[config.mk]
export PLATFORM = sky130hd
export DESIGN_NAME = tcp_connection_table_unit_flat
export DESIGN_NICKNAME = d
export VERILOG_FILES = /design/src/rtl/tcu_pkg.sv /design/src/rtl/tcu_req_if.sv /design/src/rtl/tcu_rsp_if.sv /design/src/rtl/tcu_front.sv /design/src/rtl/tcu_engine.sv /design/src/rtl/tcp_connection_table_unit.sv /design/src/flat_wrapper.sv
export SDC_FILE = /design/constraint.sdc
export NUM_CORES = 2
export LEC_CHECK = 0
export BUFFER_PORTS_ARGS = -buffer_cell sky130_fd_sc_hd__buf_4
export CAP_MARGIN = 5
export CELL_PAD_IN_SITES_DETAIL_PLACEMENT = 0
export CELL_PAD_IN_SITES_GLOBAL_PLACEMENT = 1
export CORE_UTILIZATION = 53
export CTS_CLUSTER_SIZE = 20
export DETAILED_ROUTE_END_ITERATION = 7
export PLACE_DENSITY = 0.79
export RECOVER_POWER = 50
export SLEW_MARGIN = 5
export SYNTH_ARGS = -nofsm -noshare
export SYNTH_HDL_FRONTEND = slang
export SYNTH_SLANG_ARGS = --single-unit
[constraint.sdc]
create_clock -name clock -period 14.8 [get_ports clock]
set_input_delay 0.74 -clock clock [delete_from_list [all_inputs] [get_ports clock]]
set_output_delay 0.74 -clock clock [all_outputs]
set_load 0.01 [all_outputs]
[src/rtl/tcu_pkg.sv]
`timescale 1ns / 1ps
package tcu_pkg;

   localparam int SLOTS_DEFAULT = 8;
   localparam int QUEUE_DEPTH   = 2;
   localparam int MAX_RES       = 8;
   localparam int RES_CNT_W     = 4;

   localparam logic [31:0] ISN_RESET = 32'h1221_1221;
   localparam logic [31:0] ISN_STEP  = 32'h0000_0042;

   localparam logic [3:0] ST_CLOSED      = 4'd0;
   localparam logic [3:0] ST_SYN_RCVD    = 4'd2;
   localparam logic [3:0] ST_ESTABLISHED = 4'd4;
   localparam logic [3:0] ST_FIN_WAIT_1  = 4'd7;
   localparam logic [3:0] ST_TIME_WAIT   = 4'd10;

   localparam logic [5:0] F_FIN = 6'h01;
   localparam logic [5:0] F_SYN = 6'h02;
   localparam logic [5:0] F_ACK = 6'h10;

   localparam logic [2:0] ACT_SYN_ACK    = 3'd1;
   localparam logic [2:0] ACT_RST        = 3'd2;
   localparam logic [2:0] ACT_ACK        = 3'd3;
   localparam logic [2:0] ACT_FIN        = 3'd4;
   localparam logic [2:0] ACT_RETRANSMIT = 3'd5;
   localparam logic [2:0] ACT_CLOSED     = 3'd6;

   localparam logic [2:0] CSR_LISTEN_A    = 3'd0;
   localparam logic [2:0] CSR_LISTEN_B    = 3'd1;
   localparam logic [2:0] CSR_LISTEN_C    = 3'd2;
   localparam logic [2:0] CSR_LISTEN_D    = 3'd3;
   localparam logic [2:0] CSR_TIME_WAIT   = 3'd4;
   localparam logic [2:0] CSR_DEFAULT_MSS = 3'd5;
   localparam logic [2:0] CSR_MAX_RETRIES = 3'd6;

   localparam logic [15:0] LISTEN_A_RESET    = 16'd9;
   localparam logic [15:0] LISTEN_B_RESET    = 16'd7;
   localparam logic [15:0] LISTEN_C_RESET    = 16'd23;
   localparam logic [15:0] LISTEN_D_RESET    = 16'd80;
   localparam logic [15:0] TIME_WAIT_RESET   = 16'd3000;
   localparam logic [15:0] DEFAULT_MSS_RESET = 16'd420;
   localparam logic [2:0]  MAX_RETRIES_RESET = 3'd5;

   typedef struct packed {
      logic        mode;
      logic [31:0] src_addr;
      logic [15:0] src_port;
      logic [15:0] dst_port;
      logic [31:0] seq_num;
      logic [31:0] ack_num;
      logic [5:0]  seg_flags;
      logic [15:0] payload_len;
      logic [15:0] peer_mss;
      logic [31:0] now_ticks;
   } req_type;

   typedef struct packed {
      logic [2:0]  action;
      logic [2:0]  slot;
      logic [31:0] dest_addr;
      logic [15:0] dest_port;
      logic [15:0] local_port_out;
      logic [31:0] seq_out;
      logic [31:0] ack_out;
      logic        last;
   } rsp_type;

   typedef struct packed {
      logic [15:0] listen_a;
      logic [15:0] listen_b;
      logic [15:0] listen_c;
      logic [15:0] listen_d;
      logic [15:0] time_wait_ticks;
      logic [15:0] default_mss;
      logic [2:0]  max_retries;
   } cfg_type;

   typedef struct packed {
      req_type req;
      logic    is_tick;
      logic    syn;
      logic    ack_f;
      logic    fin;
      logic    listen;
   } item_type;

   typedef struct packed {
      logic [3:0]  state;
      logic [15:0] lport;
      logic [31:0] raddr;
      logic [15:0] rport;
      logic [31:0] rnext;
      logic [31:0] suna;
      logic [31:0] snext;
      logic [15:0] mss;
      logic [31:0] ctime;
      logic [2:0]  retry;
   } entry_type;

endpackage

[src/rtl/tcu_req_if.sv]
`timescale 1ns / 1ps
interface tcu_req_if import tcu_pkg::*; ();
   logic    valid;
   logic    ready;
   req_type data;

   modport source (output valid, output data, input ready);
   modport sink (input valid, input data, output ready);
endinterface

[src/rtl/tcu_rsp_if.sv]
`timescale 1ns / 1ps
interface tcu_rsp_if import tcu_pkg::*; ();
   logic    valid;
   logic    ready;
   rsp_type data;

   modport source (output valid, output data, input ready);
   modport sink (input valid, input data, output ready);
endinterface

[src/rtl/tcu_front.sv]
`timescale 1ns / 1ps
module tcu_front import tcu_pkg::*; (
   input  logic     clock,
   input  logic     reset,
   input  cfg_type  cfg,
   tcu_req_if.sink  req_bus,
   output item_type q_item,
   output logic     q_valid,
   input  logic     q_pop
);
   localparam int PTR_W = (QUEUE_DEPTH > 1) ? $clog2(QUEUE_DEPTH) : 1;
   localparam int CNT_W = $clog2(QUEUE_DEPTH + 1);

   item_type           q_mem_ff [QUEUE_DEPTH];
   logic [PTR_W-1:0]   wr_ptr_ff, wr_ptr_in;
   logic [PTR_W-1:0]   rd_ptr_ff, rd_ptr_in;
   logic [CNT_W-1:0]   count_ff, count_in;
   item_type           item_in;
   logic               push, pop;

   assign req_bus.ready = (count_ff != CNT_W'(QUEUE_DEPTH));
   assign q_valid       = (count_ff != '0);
   assign q_item        = q_mem_ff[rd_ptr_ff];
   assign push          = req_bus.valid && req_bus.ready;
   assign pop           = q_pop && q_valid;

   always_comb begin
      item_in         = '0;
      item_in.req     = req_bus.data;
      item_in.is_tick = req_bus.data.mode;
      item_in.syn     = (req_bus.data.seg_flags & F_SYN) != '0;
      item_in.ack_f   = (req_bus.data.seg_flags & F_ACK) != '0;
      item_in.fin     = (req_bus.data.seg_flags & F_FIN) != '0;
      item_in.listen  = (req_bus.data.dst_port != '0) &&
                        ((req_bus.data.dst_port == cfg.listen_a) ||
                         (req_bus.data.dst_port == cfg.listen_b) ||
                         (req_bus.data.dst_port == cfg.listen_c) ||
                         (req_bus.data.dst_port == cfg.listen_d));
   end

   always_comb begin
      wr_ptr_in = wr_ptr_ff;
      rd_ptr_in = rd_ptr_ff;
      count_in  = count_ff;
      if (push) begin
         wr_ptr_in = (wr_ptr_ff == PTR_W'(QUEUE_DEPTH - 1)) ? '0 : wr_ptr_ff + 1'b1;
      end
      if (pop) begin
         rd_ptr_in = (rd_ptr_ff == PTR_W'(QUEUE_DEPTH - 1)) ? '0 : rd_ptr_ff + 1'b1;
      end
      if (push && !pop) begin
         count_in = count_ff + 1'b1;
      end else if (pop && !push) begin
         count_in = count_ff - 1'b1;
      end
   end

   always_ff @(posedge clock) begin
      if (reset) begin
         wr_ptr_ff <= '0;
         rd_ptr_ff <= '0;
         count_ff  <= '0;
      end else begin
         wr_ptr_ff <= wr_ptr_in;
         rd_ptr_ff <= rd_ptr_in;
         count_ff  <= count_in;
      end
   end

   always_ff @(posedge clock) begin
      if (push) begin
         q_mem_ff[wr_ptr_ff] <= item_in;
      end
   end
endmodule

[src/rtl/tcu_engine.sv]
`timescale 1ns / 1ps
module tcu_engine import tcu_pkg::*; #(
   parameter int SLOTS = SLOTS_DEFAULT
) (
   input  logic      clock,
   input  logic      reset,
   input  cfg_type   cfg,
   input  item_type  q_item,
   input  logic      q_valid,
   output logic      q_pop,
   tcu_rsp_if.source rsp_bus
);
   localparam int IDX_W = (SLOTS > 1) ? $clog2(SLOTS) : 1;
   localparam logic [IDX_W-1:0] LAST_IDX = IDX_W'(SLOTS - 1);

   typedef enum logic [8:0] {
      S_IDLE   = 9'b000000001,
      S_SCAN   = 9'b000000010,
      S_SEG_A  = 9'b000000100,
      S_SEG_B  = 9'b000001000,
      S_EMIT0  = 9'b000010000,
      S_EMIT1  = 9'b000100000,
      S_OPEN   = 9'b001000000,
      S_TICK   = 9'b010000000,
      S_FINISH = 9'b100000000
   } state_type;

   state_type          state_ff, state_in;
   logic [IDX_W-1:0]   idx_ff, idx_in;
   logic [IDX_W-1:0]   hit_ff, hit_in;
   logic [IDX_W-1:0]   free_ff, free_in;
   logic               free_found_ff, free_found_in;
   item_type           item_ff, item_in;
   entry_type          entry_ff, entry_in;
   logic [31:0]        d_ff, d_in;
   logic [31:0]        w_ff, w_in;
   logic [31:0]        rn_ff, rn_in;
   rsp_type            seg_res_ff, seg_res_in;
   logic               has0_ff, has0_in, has1_ff, has1_in;
   logic [2:0]         act1_ff, act1_in;
   logic [RES_CNT_W-1:0] n_ff, n_in;
   logic [31:0]        isn_ff, isn_in;
   logic [SLOTS-1:0]   valid_ff, valid_in;
   logic               pend_v_ff, pend_v_in;
   rsp_type            pend_ff, pend_in;
   logic               out_v_ff, out_v_in;
   rsp_type            out_ff, out_in;

   entry_type          mem [SLOTS];
   entry_type          rd_data_ff;
   logic [IDX_W-1:0]   rd_addr;
   logic               wr_en;
   logic [IDX_W-1:0]   wr_addr;
   entry_type          wr_data;

   logic               out_free, can_push;
   logic               emit, fin_req;
   rsp_type            emit_r;

   entry_type          e, ne;
   logic               match, active, expire, outst, go, ok, adv, plen_nz, end_walk;
   logic [31:0]        dd, age;

   assign out_free      = !out_v_ff || rsp_bus.ready;
   assign can_push      = !pend_v_ff || out_free;
   assign rsp_bus.valid = out_v_ff;
   assign rsp_bus.data  = out_ff;

   always_comb begin
      state_in      = state_ff;
      idx_in        = idx_ff;
      hit_in        = hit_ff;
      free_in       = free_ff;
      free_found_in = free_found_ff;
      item_in       = item_ff;
      entry_in      = entry_ff;
      d_in          = d_ff;
      w_in          = w_ff;
      rn_in         = rn_ff;
      seg_res_in    = seg_res_ff;
      has0_in       = has0_ff;
      has1_in       = has1_ff;
      act1_in       = act1_ff;
      n_in          = n_ff;
      isn_in        = isn_ff;
      valid_in      = valid_ff;
      q_pop         = 1'b0;
      rd_addr       = idx_ff;
      wr_en         = 1'b0;
      wr_addr       = idx_ff;
      wr_data       = rd_data_ff;
      emit          = 1'b0;
      fin_req       = 1'b0;
      emit_r        = '0;
      e             = rd_data_ff;
      ne            = entry_ff;
      match         = 1'b0;
      active        = 1'b0;
      expire        = 1'b0;
      outst         = 1'b0;
      go            = 1'b0;
      ok            = 1'b0;
      adv           = 1'b0;
      plen_nz       = item_ff.req.payload_len != '0;
      end_walk      = 1'b0;
      dd            = '0;
      age           = '0;

      case (state_ff)
         S_IDLE: begin
            q_pop = q_valid;
            if (q_valid) begin
               item_in       = q_item;
               idx_in        = '0;
               rd_addr       = '0;
               n_in          = '0;
               free_found_in = 1'b0;
               state_in      = q_item.is_tick ? S_TICK : S_SCAN;
            end
         end

         S_SCAN: begin
            match = valid_ff[idx_ff] && (e.lport == item_ff.req.dst_port) &&
                    (e.raddr == item_ff.req.src_addr) && (e.rport == item_ff.req.src_port);
            if (!valid_ff[idx_ff] && !free_found_ff) begin
               free_in       = idx_ff;
               free_found_in = 1'b1;
            end
            if (match) begin
               entry_in = e;
               hit_in   = idx_ff;
               state_in = S_SEG_A;
            end else if (idx_ff == LAST_IDX) begin
               state_in = item_ff.syn ? S_OPEN : S_FINISH;
            end else begin
               idx_in  = idx_ff + 1'b1;
               rd_addr = idx_ff + 1'b1;
            end
         end

         S_SEG_A: begin
            d_in     = item_ff.req.ack_num - entry_ff.suna;
            w_in     = entry_ff.snext - entry_ff.suna;
            rn_in    = item_ff.req.seq_num + {16'b0, item_ff.req.payload_len} +
                       {31'b0, item_ff.fin};
            state_in = S_SEG_B;
         end

         S_SEG_B: begin
            ok  = item_ff.ack_f && (d_ff != '0) && !d_ff[31];
            dd  = (d_ff > w_ff) ? w_ff : d_ff;
            adv = ok && (dd != '0);
            if (adv) begin
               ne.suna  = entry_ff.suna + dd;
               ne.retry = '0;
               if (entry_ff.state == ST_SYN_RCVD) begin
                  ne.state = ST_ESTABLISHED;
                  ne.ctime = item_ff.req.now_ticks;
               end
            end
            if (plen_nz || item_ff.fin) begin
               ne.rnext = rn_ff;
            end
            has0_in = plen_nz;
            has1_in = 1'b0;
            act1_in = ACT_ACK;
            if (item_ff.fin) begin
               if ((ne.state == ST_FIN_WAIT_1) || (ne.state == ST_TIME_WAIT)) begin
                  if (ne.state == ST_FIN_WAIT_1) begin
                     ne.state = ST_TIME_WAIT;
                     ne.ctime = item_ff.req.now_ticks;
                  end
                  has1_in = !plen_nz;
               end else begin
                  has1_in  = 1'b1;
                  act1_in  = ACT_FIN;
                  ne.snext = entry_ff.snext + 1'b1;
                  ne.state = ST_FIN_WAIT_1;
                  ne.ctime = item_ff.req.now_ticks;
               end
            end
            seg_res_in                = '0;
            seg_res_in.slot           = 3'(hit_ff);
            seg_res_in.dest_addr      = entry_ff.raddr;
            seg_res_in.dest_port      = entry_ff.rport;
            seg_res_in.local_port_out = entry_ff.lport;
            seg_res_in.seq_out        = entry_ff.snext;
            seg_res_in.ack_out        = ne.rnext;
            wr_en    = 1'b1;
            wr_addr  = hit_ff;
            wr_data  = ne;
            state_in = S_EMIT0;
         end

         S_EMIT0: begin
            if (has0_ff) begin
               emit          = 1'b1;
               emit_r        = seg_res_ff;
               emit_r.action = ACT_ACK;
               if (can_push) begin
                  state_in = S_EMIT1;
               end
            end else begin
               state_in = S_EMIT1;
            end
         end

         S_EMIT1: begin
            if (has1_ff) begin
               emit          = 1'b1;
               emit_r        = seg_res_ff;
               emit_r.action = act1_ff;
               if (can_push) begin
                  state_in = S_FINISH;
               end
            end else begin
               state_in = S_FINISH;
            end
         end

         S_OPEN: begin
            emit                  = 1'b1;
            emit_r.dest_addr      = item_ff.req.src_addr;
            emit_r.dest_port      = item_ff.req.src_port;
            emit_r.local_port_out = item_ff.req.dst_port;
            emit_r.ack_out        = item_ff.req.seq_num + 1'b1;
            if (item_ff.listen && free_found_ff) begin
               emit_r.action  = ACT_SYN_ACK;
               emit_r.slot    = 3'(free_ff);
               emit_r.seq_out = isn_ff + ISN_STEP;
               wr_data.state  = ST_SYN_RCVD;
               wr_data.lport  = item_ff.req.dst_port;
               wr_data.raddr  = item_ff.req.src_addr;
               wr_data.rport  = item_ff.req.src_port;
               wr_data.rnext  = item_ff.req.seq_num + 1'b1;
               wr_data.suna   = isn_ff + ISN_STEP;
               wr_data.snext  = isn_ff + ISN_STEP + 32'd1;
               wr_data.mss    = (item_ff.req.peer_mss != '0) ? item_ff.req.peer_mss
                                                             : cfg.default_mss;
               wr_data.ctime  = item_ff.req.now_ticks;
               wr_data.retry  = '0;
               wr_addr        = free_ff;
               if (can_push) begin
                  wr_en             = 1'b1;
                  valid_in[free_ff] = 1'b1;
                  isn_in            = isn_ff + ISN_STEP;
               end
            end else begin
               emit_r.action  = ACT_RST;
               emit_r.slot    = '0;
               emit_r.seq_out = '0;
            end
            if (can_push) begin
               state_in = S_FINISH;
            end
         end

         S_TICK: begin
            age    = item_ff.req.now_ticks - e.ctime;
            active = valid_ff[idx_ff] && (e.state != ST_CLOSED);
            expire = (e.state == ST_TIME_WAIT) && (age > {16'b0, cfg.time_wait_ticks});
            outst  = e.suna != e.snext;
            go     = active && (expire || outst);
            emit_r.slot           = 3'(idx_ff);
            emit_r.dest_addr      = e.raddr;
            emit_r.dest_port      = e.rport;
            emit_r.local_port_out = e.lport;
            emit_r.ack_out        = e.rnext;
            wr_data = e;
            if (expire) begin
               emit_r.action  = ACT_CLOSED;
               emit_r.seq_out = '0;
               emit_r.ack_out = '0;
               wr_data.state  = ST_CLOSED;
            end else if (e.retry >= cfg.max_retries) begin
               emit_r.action  = ACT_FIN;
               emit_r.seq_out = e.snext;
               wr_data.state  = ST_TIME_WAIT;
               wr_data.ctime  = item_ff.req.now_ticks;
               wr_data.snext  = e.snext + 1'b1;
               wr_data.suna   = e.snext + 1'b1;
               wr_data.retry  = '0;
            end else begin
               emit_r.action  = ACT_RETRANSMIT;
               emit_r.seq_out = e.suna;
               wr_data.retry  = (e.retry == 3'd7) ? e.retry : e.retry + 1'b1;
            end
            emit = go;
            if (go && !can_push) begin
               rd_addr = idx_ff;
            end else begin
               if (go) begin
                  wr_en = 1'b1;
                  n_in  = n_ff + 1'b1;
                  if (expire) begin
                     valid_in[idx_ff] = 1'b0;
                  end
               end
               end_walk = (idx_ff == LAST_IDX) ||
                          (go && (n_ff + 1'b1 == RES_CNT_W'(MAX_RES)));
               if (end_walk) begin
                  state_in = S_FINISH;
               end else begin
                  idx_in  = idx_ff + 1'b1;
                  rd_addr = idx_ff + 1'b1;
               end
            end
         end

         S_FINISH: begin
            fin_req = 1'b1;
            if (can_push) begin
               state_in = S_IDLE;
            end
         end

         default: begin
            state_in = S_IDLE;
         end
      endcase
   end

   always_comb begin
      out_v_in  = out_v_ff && !rsp_bus.ready;
      out_in    = out_ff;
      pend_v_in = pend_v_ff;
      pend_in   = pend_ff;
      if (emit && can_push) begin
         if (pend_v_ff) begin
            out_v_in    = 1'b1;
            out_in      = pend_ff;
            out_in.last = 1'b0;
         end
         pend_v_in = 1'b1;
         pend_in   = emit_r;
      end
      if (fin_req && pend_v_ff && out_free) begin
         out_v_in    = 1'b1;
         out_in      = pend_ff;
         out_in.last = 1'b1;
         pend_v_in   = 1'b0;
      end
   end

   always_ff @(posedge clock) begin
      if (reset) begin
         state_ff  <= S_IDLE;
         valid_ff  <= '0;
         isn_ff    <= ISN_RESET;
         pend_v_ff <= 1'b0;
         out_v_ff  <= 1'b0;
      end else begin
         state_ff  <= state_in;
         valid_ff  <= valid_in;
         isn_ff    <= isn_in;
         pend_v_ff <= pend_v_in;
         out_v_ff  <= out_v_in;
      end
   end

   always_ff @(posedge clock) begin
      idx_ff        <= idx_in;
      hit_ff        <= hit_in;
      free_ff       <= free_in;
      free_found_ff <= free_found_in;
      item_ff       <= item_in;
      entry_ff      <= entry_in;
      d_ff          <= d_in;
      w_ff          <= w_in;
      rn_ff         <= rn_in;
      seg_res_ff    <= seg_res_in;
      has0_ff       <= has0_in;
      has1_ff       <= has1_in;
      act1_ff       <= act1_in;
      n_ff          <= n_in;
      pend_ff       <= pend_in;
      out_ff        <= out_in;
   end

   always_ff @(posedge clock) begin
      if (wr_en) begin
         mem[wr_addr] <= wr_data;
      end
      rd_data_ff <= mem[rd_addr];
   end
endmodule

[src/rtl/tcp_connection_table_unit.sv]
`timescale 1ns / 1ps
// The engine handles one request at a time and walks the slot table slot by slot: a
//   segment walk stops at the matching slot, an open or refusal follows a full walk, and a
//   tick walks to the last slot or until MAX_RES results; any output stall holds it further.
//   A two-entry queue takes requests while the engine is busy.
// Reset: synchronous, active high; clears slot valid bits and queue, reloads ISN and config
//   registers with their start values.
module tcp_connection_table_unit import tcu_pkg::*; #(
   parameter int SLOTS = SLOTS_DEFAULT
) (
   input  logic        clock,
   input  logic        reset,
   tcu_req_if.sink     req_bus,
   tcu_rsp_if.source   rsp_bus,
   input  logic        csr_wr_en,
   input  logic [2:0]  csr_index,
   input  logic [15:0] csr_wr_data
);
   cfg_type  cfg_ff, cfg_in;
   item_type q_item;
   logic     q_valid, q_pop;

   always_comb begin
      cfg_in = cfg_ff;
      if (csr_wr_en) begin
         case (csr_index)
            CSR_LISTEN_A:    cfg_in.listen_a        = csr_wr_data;
            CSR_LISTEN_B:    cfg_in.listen_b        = csr_wr_data;
            CSR_LISTEN_C:    cfg_in.listen_c        = csr_wr_data;
            CSR_LISTEN_D:    cfg_in.listen_d        = csr_wr_data;
            CSR_TIME_WAIT:   cfg_in.time_wait_ticks = csr_wr_data;
            CSR_DEFAULT_MSS: cfg_in.default_mss     = csr_wr_data;
            CSR_MAX_RETRIES: cfg_in.max_retries     = csr_wr_data[2:0];
            default: begin
            end
         endcase
      end
   end

   always_ff @(posedge clock) begin
      if (reset) begin
         cfg_ff.listen_a        <= LISTEN_A_RESET;
         cfg_ff.listen_b        <= LISTEN_B_RESET;
         cfg_ff.listen_c        <= LISTEN_C_RESET;
         cfg_ff.listen_d        <= LISTEN_D_RESET;
         cfg_ff.time_wait_ticks <= TIME_WAIT_RESET;
         cfg_ff.default_mss     <= DEFAULT_MSS_RESET;
         cfg_ff.max_retries     <= MAX_RETRIES_RESET;
      end else begin
         cfg_ff <= cfg_in;
      end
   end

   tcu_front u_front (
      .clock   (clock),
      .reset   (reset),
      .cfg     (cfg_ff),
      .req_bus (req_bus),
      .q_item  (q_item),
      .q_valid (q_valid),
      .q_pop   (q_pop)
   );

   tcu_engine #(
      .SLOTS (SLOTS)
   ) u_engine (
      .clock   (clock),
      .reset   (reset),
      .cfg     (cfg_ff),
      .q_item  (q_item),
      .q_valid (q_valid),
      .q_pop   (q_pop),
      .rsp_bus (rsp_bus)
   );
endmodule

[src/flat_wrapper.sv]
// flat-port wrapper written by rule: the top's interface ports become plain ports
module tcp_connection_table_unit_flat import tcu_pkg::*;
#(
   parameter int SLOTS = SLOTS_DEFAULT
)
  (clock, reset, csr_wr_en, csr_index, csr_wr_data, req_bus_valid, req_bus_data, req_bus_ready, rsp_bus_valid, rsp_bus_data, rsp_bus_ready);
  tcu_req_if req_bus_i ();
  tcu_rsp_if rsp_bus_i ();
  input  logic clock;
  input  logic reset;
  input  logic csr_wr_en;
  input  logic [2:0] csr_index;
  input  logic [15:0] csr_wr_data;
  input wire logic [$bits(req_bus_i.valid)-1:0] req_bus_valid;
  input wire logic [$bits(req_bus_i.data)-1:0] req_bus_data;
  output wire logic [$bits(req_bus_i.ready)-1:0] req_bus_ready;
  output wire logic [$bits(rsp_bus_i.valid)-1:0] rsp_bus_valid;
  output wire logic [$bits(rsp_bus_i.data)-1:0] rsp_bus_data;
  input wire logic [$bits(rsp_bus_i.ready)-1:0] rsp_bus_ready;
  assign req_bus_i.valid = req_bus_valid;
  assign req_bus_i.data = req_bus_data;
  assign req_bus_ready = req_bus_i.ready;
  assign rsp_bus_valid = rsp_bus_i.valid;
  assign rsp_bus_data = rsp_bus_i.data;
  assign rsp_bus_i.ready = rsp_bus_ready;
  tcp_connection_table_unit #(.SLOTS(SLOTS)) u_core (.clock(clock), .reset(reset), .req_bus(req_bus_i), .rsp_bus(rsp_bus_i), .csr_wr_en(csr_wr_en), .csr_index(csr_index), .csr_wr_data(csr_wr_data));
endmodule
=== Word level (Yosys, flattened, before mapping) ===
Memories as Yosys holds them, arrays and structs flattened. A register that Yosys moved wholly into a read port is not among the register bits.
Cells that the tools add are included.
W data, S select, Z words.

* Register bits after elaboration: 1,080
* Memory bits (writable): 2,128
* Bits of input ports: 223
* Output and inout bits: 137
* Logic and storage cells: 321
* Memories: 2

* Add/subtract/negate cells: 18
* $lt $le $gt $ge: 7
* Equality and inequality tests: 42
* Muxes and demuxes: 105
* Bitwise logic cells: 3
* Reduce and logical (&&, ||, !) cells: 75

{| class="wikitable"
|+ Memory list
! memory !! words !! width !! rd ports !! clocked after Yosys merged registers in !! wr ports !! line !! source
|-
| u_core.u_engine.mem || 8 || 215 || 1 || 1 || 1 || tcu_engine.sv:49 || <nowiki>entry_type mem [SLOTS];</nowiki>
|-
| u_core.u_front.q_mem_ff || 2 || 204 || 1 || 1 || 1 || tcu_front.sv:14 || <nowiki>item_type q_mem_ff [QUEUE_DEPTH];</nowiki>
|}

{| class="wikitable"
|+ Operators with widths
! kind !! number
|-
| $pmux W215 S3 || 1
|-
| $mux W135 || 4
|-
| $pmux W134 S4 || 1
|-
| $mux W32 || 14
|-
| $mux W215 || 1
|-
| $mux W134 || 1
|-
| $add A32 B1 Y32 const B || 4
|-
| $mux W64 || 2
|-
| $mux W9 || 11
|-
| $eq A16 B16 Y1 || 6
|-
| $sub A32 B32 Y32 || 3
|-
| $pmux W9 S9 || 1
|-
| $mux W35 || 2
|-
| $reduce_bool A32 Y1 || 2
|-
| $mux W8 || 6
|-
| $reduce_bool A16 Y1 || 3
|-
| $mux W4 || 11
|-
| $add A32 B1 Y32 || 1
|-
| $add A32 B16 Y32 || 1
|-
| $add A32 B32 Y32 || 1
|-
| $add A32 B7 Y32 const B || 1
|-
| $eq A32 B32 Y1 || 1
|-
| $gt A32 B16 Y1 || 1
|-
| $gt A32 B32 Y1 || 1
|-
| other kinds (54) || 170
|}

=== Longest topological paths before layout ===
* Depth in word-level cells: 11
* Gate-level depth with buffers: 29
* Gate-level depth less buffers: 28

=== Modules after synthesis ===
Synthesis repeated with hierarchy kept, for this count alone.

* Cell total of the unflattened synthesis: 8,871
* Area total of the unflattened synthesis: 134,705.4 µm²

{| class="wikitable"
|+ Modules (own cells, without submodules)
! module !! times used !! cells each !! area an instance (µm²) !! sequential area each (µm²)
|-
| tcu_engine || 1 || 7,755 || 115,281.8 || 79,566.3
|-
| tcu_front || 1 || 757 || 15,519.9 || 12,111.6
|-
| tcp_connection_table_unit || 1 || 359 || 3,903.7 || 1,981.9
|}

=== Worst setup path before layout ===
Ideal clock, no wire load.

* Kind: register to register
* Start point: register u_core.u_engine.item_ff[13] in the netlist's numbering
* End point: memory u_core.u_engine.mem[1][0] in the netlist's numbering, enable pin
* Setup time: 0.763 ns
* Arrival: 12.215 ns
* Required time: 14.037 ns
* Slack: 1.822 ns
* Stages on the path, launching flop included: 21
* Buffers on the path: 0
* Clock period less this slack: 12.978 ns
* Cells stage by stage: edfxtp_1 -> ha_1 -> and3_1 -> and3_1 -> a21oi_1 -> nand2_1 -> a41o_1 -> xor2_1 -> ha_1 -> nand4_1 -> nor2_1 -> o311ai_0 -> nand4_1 -> nor4_1 -> and4_1 -> nand4_1 -> a21boi_1 -> nor3_1 -> o21a_1 -> o21ai_0 -> nor2_1

* Word-level cells in the longest chain between the ends: 10
* Elaborated cells between the ends (all ways): 11
* Those cells by class: add/sub (1); order compare (1); mux (5); reduce/logical (4)

{| class="wikitable"
|+ Ends and longest elaborated chain
! item !! line !! source
|-
| start, declared || tcu_engine.sv:33 || <nowiki>item_type item_ff, item_in;</nowiki>
|-
| start signal, assigned || tcu_engine.sv:366 || <nowiki>item_ff <= item_in;</nowiki>
|-
| $sub A32 B32 Y32 (*) || tcu_engine.sv:259 || <nowiki>age = item_ff.req.now_ticks - e.ctime;</nowiki>
|-
| $gt A32 B16 Y1 (*) || tcu_engine.sv:261 || <nowiki>expire = (e.state == ST_TIME_WAIT) && (age > {16'b0, cfg.time_wait_ticks});</nowiki>
|-
| $logic_and A1 B1 Y1 (*) || tcu_engine.sv:261 ||
|-
| $logic_or A1 B1 Y1 (*) || tcu_engine.sv:263 || <nowiki>go = active && (expire || outst);</nowiki>
|-
| $logic_and A1 B1 Y1 (*) || tcu_engine.sv:263 ||
|-
| $mux W1 or $logic_and A1 B1 Y1 (tied branches) || tcu_engine.sv:292, tcu_engine.sv:289 ||
|-
| $mux W1 (*) || tcu_engine.sv:289 || <nowiki>if (go && !can_push) begin</nowiki>
|-
| $pmux W1 S3 (*) || tcu_engine.sv:109 || <nowiki>case (state_ff)</nowiki>
|-
| $mux W1 (*) || tcu_engine.sv:381 || <nowiki>if (wr_en) begin</nowiki>
|-
| $mux W1 (implied by the code) (*) || tcu_engine.sv:382 || <nowiki>mem[wr_addr] <= wr_data;</nowiki>
|-
| end, declared || tcu_engine.sv:49 ||
|}

Mark *: on every way between the ends. The rest lies on a longest branch, timed or not.

==> out/summary.txt <==
Max Freq: 0.0909 GHz
Pwr Density: 172 nW/µm²
largest family of logic cells by synthesized area: compound AO/OA/AOI/OAI gates
compound-cell area share of the yosys netlist: 9.33%
largest net degree at the start of global routing: 171
GPL Wtd Cong: 0.903
final wirelength: 348,000 µm
Synth Area in XOR/XNOR: 3.06%
Netlist cell types: 89
Filler Cell Count: 18,740
first-pass GRT wire length: 511,000 µm
Avg WL per Cell: 26.4 µm
Max stage delay on crit path: 3200 ps
sequential share of the synthesized area: 69.7%
EDFF count, synth: 2,843
CP max-delay cell: clkbuf_1
CP cell instances: nor4_1 > nand4b_1 > clkbuf_1 > clkinvlp_2 > clkbuf_1 > clkbuf_1 > a22oi_1 > nand2_1
Sink Count: 3,184
Psw: 7.53 mW
asr flop ratio synth: 0%
area share of the largest cell type after synthesis: 64.5%
row count: 183
Layout Nets: 9,999
layout cell share with drive strength beyond 1: 9.64%
Mapped Area: 132,000 µm²
Root Driver: clkbuf_16
max_cap viols: 36
clock buffer depth: 4
# DRC: 0
most frequent cells in the layout: edfxtp_1 (2,843), nand2_1 (873), mux2i_1 (636), a21oi_1 (484), clkbuf_16 (345)
Final Hold Vio Count: 0
Total GRT Usage: 27.3%
part of the power in registers: 46.5%
max-slew violation count: 1,788
via count: 80,667
unrepaired setup endpoints after global routing: no
drt first-iter violations: 8,823
Post-synth top flop: edfxtp_1
Clock power frac: 32.7%
flip-flop and latch count after synthesis: 3,184
Leakage Power: 50.1 nW
clk_skew: 86.0 ps
violated checks: capacitance limit, slew limit
Final setup violation count: 0
Combinational Power Share: 20.8%
switch share: 29.3%
crit-path max FO: 73
post-synth top area cell: edfxtp_1
worst-skew pair later-pin latency: 980 ps
CORE AREA: 248,000 µm²
total die area: 252,000 µm²
Max IR drop VDD: 0.205 mV
Post-CTS Setup Bufs: 0
Detailed Place HPWL: 210,000 µm
Routed Antenna Nets: 0
Crit Path Category: flop to flop
initial core utilization: 53.3%
Avg Cell Area, Syn: 14.5 µm²
Synth Net Count: 9,528
status: finished with violations
Port Buf Inserts: 340
setup TNS: 0 ps
Least-Margin Pin Slew: 6080 ps
Final min period: 11,000 ps
Synth Area in Simple Gates: 6.62%
Area Overhead vs Synth: 13.3%
crit path DAT: 11,740 ps
most common cell after layout, fill and taps aside: edfxtp_1
# IOs: 360
mux share of post-synthesis cell area: 6.90%
CP startpoint kind: flop
Synth Warn #: 0
TritonCTS Buffers: 336
top post-synthesis cells by area: edfxtp_1 (65%), dfxtp_1 (5.2%), mux2i_1 (4.8%), nand2_1 (2.5%), mux2_2 (2.1%)
number of global-route vias before repair: 79,702
Die X: 502 µm
Clk pin slew, worst setup/hold paths: 70 ps
Worst path most repeated cell: clkbuf_1
Synth Area in Adders: 2.01%
initial antenna violation count: 15
CTS tree: yes
WP data required: 15,540 ps
Via density: 6.13
first-pass iteration count of the detailed router: 6
Finished Core Util: 60.3%
H-tree levels: 5
Max-slew headroom: -305%
Cell Int Power: 18.2 mW
Worst setup EP type: flop
cell count after synthesis: 9,096
Hold/Removal Path Class: input pin to flop
GR Overflow Total: 0
final worst path period share: 74.3%
Chip Height: 502 µm
## Yosys cell counts, types with 221 or more instances
cell	count
xnor2_1	276
edfxtp_1	2843
o21ai_0	225
mux2i_1	636
clkbuf_1	343
inv_1	254
mux2_2	242
a221o_1	239
nor2_1	292
nand2_1	876
dfxtp_1	341
o221ai_1	221
a21oi_1	488
## cell type report
type	instances	area (µm²)	share of cell area, %
clock inverter	146	1620	1.08
inverter	256	987	0.659
sequential	3184	92200	61.5
multi-input combinational	5163	37200	24.8
timing repair buffer	626	4310	2.88
tap	3330	4170	2.78
clock buffer	455	9390	6.26
antenna	7	17.5	0.0117
## registers in the layout, indices dropped and copies added, names as in the netlist, 3 cells and up, named ones only
signal	count
u_core.cfg_ff	83
u_core.u_engine.d_ff	32
u_core.u_engine.valid_ff	8
u_core.u_engine.pend_ff	134
u_core.u_engine.isn_ff	31
u_core.u_engine.rn_ff	32
u_core.u_engine.entry_ff	199
u_core.u_engine.w_ff	32
u_core.u_engine.free_ff	3
u_core.u_engine.mem	1592
u_core.u_engine.idx_ff	3
u_core.u_engine.hit_ff	3
u_core.u_engine.state_ff	9
u_core.u_engine.item_ff	180
u_core.u_engine.rsp_bus.data	135
u_core.u_engine.n_ff	4
u_core.u_front.q_mem_ff	362
u_core.u_engine.e	199
u_core.u_engine.seg_res_ff	131
## logic make-up after synthesis
family / count (synthesis)
flip-flops: 3184
XOR/XNOR: 462
buffers and inverters: 749
AO/OA/AOI/OAI: 1737
AND/OR/NAND/NOR: 1875
adder cells (fa/ha/maj): 209
multiplexers: 880
## per-stage QoR
step | instances | setup slack [ps] | hold slack (ps) | power (mW) | instance area [µm²]
floorplan | 9096 | 1820 | 403 | 15.6 | 132000
global placement | 12400 | 6070 | 431 | 17.1 | 138000
detailed placement | 12400 | 6060 | 435 | 17.3 | 138000
CTS | 13160 | 5940 | 1.69 | 25.7 | 151000
global route | 13162 | 3420 | 40.3 | 26.7 | 150000
finish | 13167 | 3800 | 53.9 | 25.7 | 150000
## path summary, 6_finish.rpt
check                           startpoint                               to  slack (ps)  cells past startpoint
min                        csr_wr_data[10]                u_core.cfg_ff[45]          50                      3
max reg2reg    u_core.u_engine.state_ff[0]      u_core.u_engine.mem[2][209]        3800                      8
min reg2reg  u_core.u_engine.entry_ff[190]  u_core.u_engine.seg_res_ff[124]         440                      0
max            u_core.u_engine.state_ff[0]      u_core.u_engine.mem[2][209]        3800                      8
## per-layer routing
metal	wire [µm]	global-route usage, %
met5	67	0
met4	13800	10.9
met3	25100	4.09
met2	170000	45.8
met1	139000	35.7
## worst max-delay path, delay by kind of cell, from the launching register on
kind | cells | cell delay, ps
flip-flops | 1 | 360
AO/OA/AOI/OAI | 1 | 370
buffers and inverters | 4 | 8890
AND/OR/NAND/NOR | 3 | 1000
## repair_timing
action	in CTS	in global routing
resized for setup	0	0
hold endpoints to repair	316	0
hold buffers	159	0
## power by group through the flow
stage / logic (mW) / clock network, mW / registers (mW)
final: 5.35 / 8.41 / 11.9
after global routing: 5.79 / 8.87 / 12.0
after CTS: 5.34 / 8.51 / 11.9
after detailed placement: 5.26 / 0 / 12.0
after global placement: 5.13 / 0 / 12.0
after floorplan: 3.80 / 0 / 11.8
Note: power is estimated with default switching activity, not from simulation.
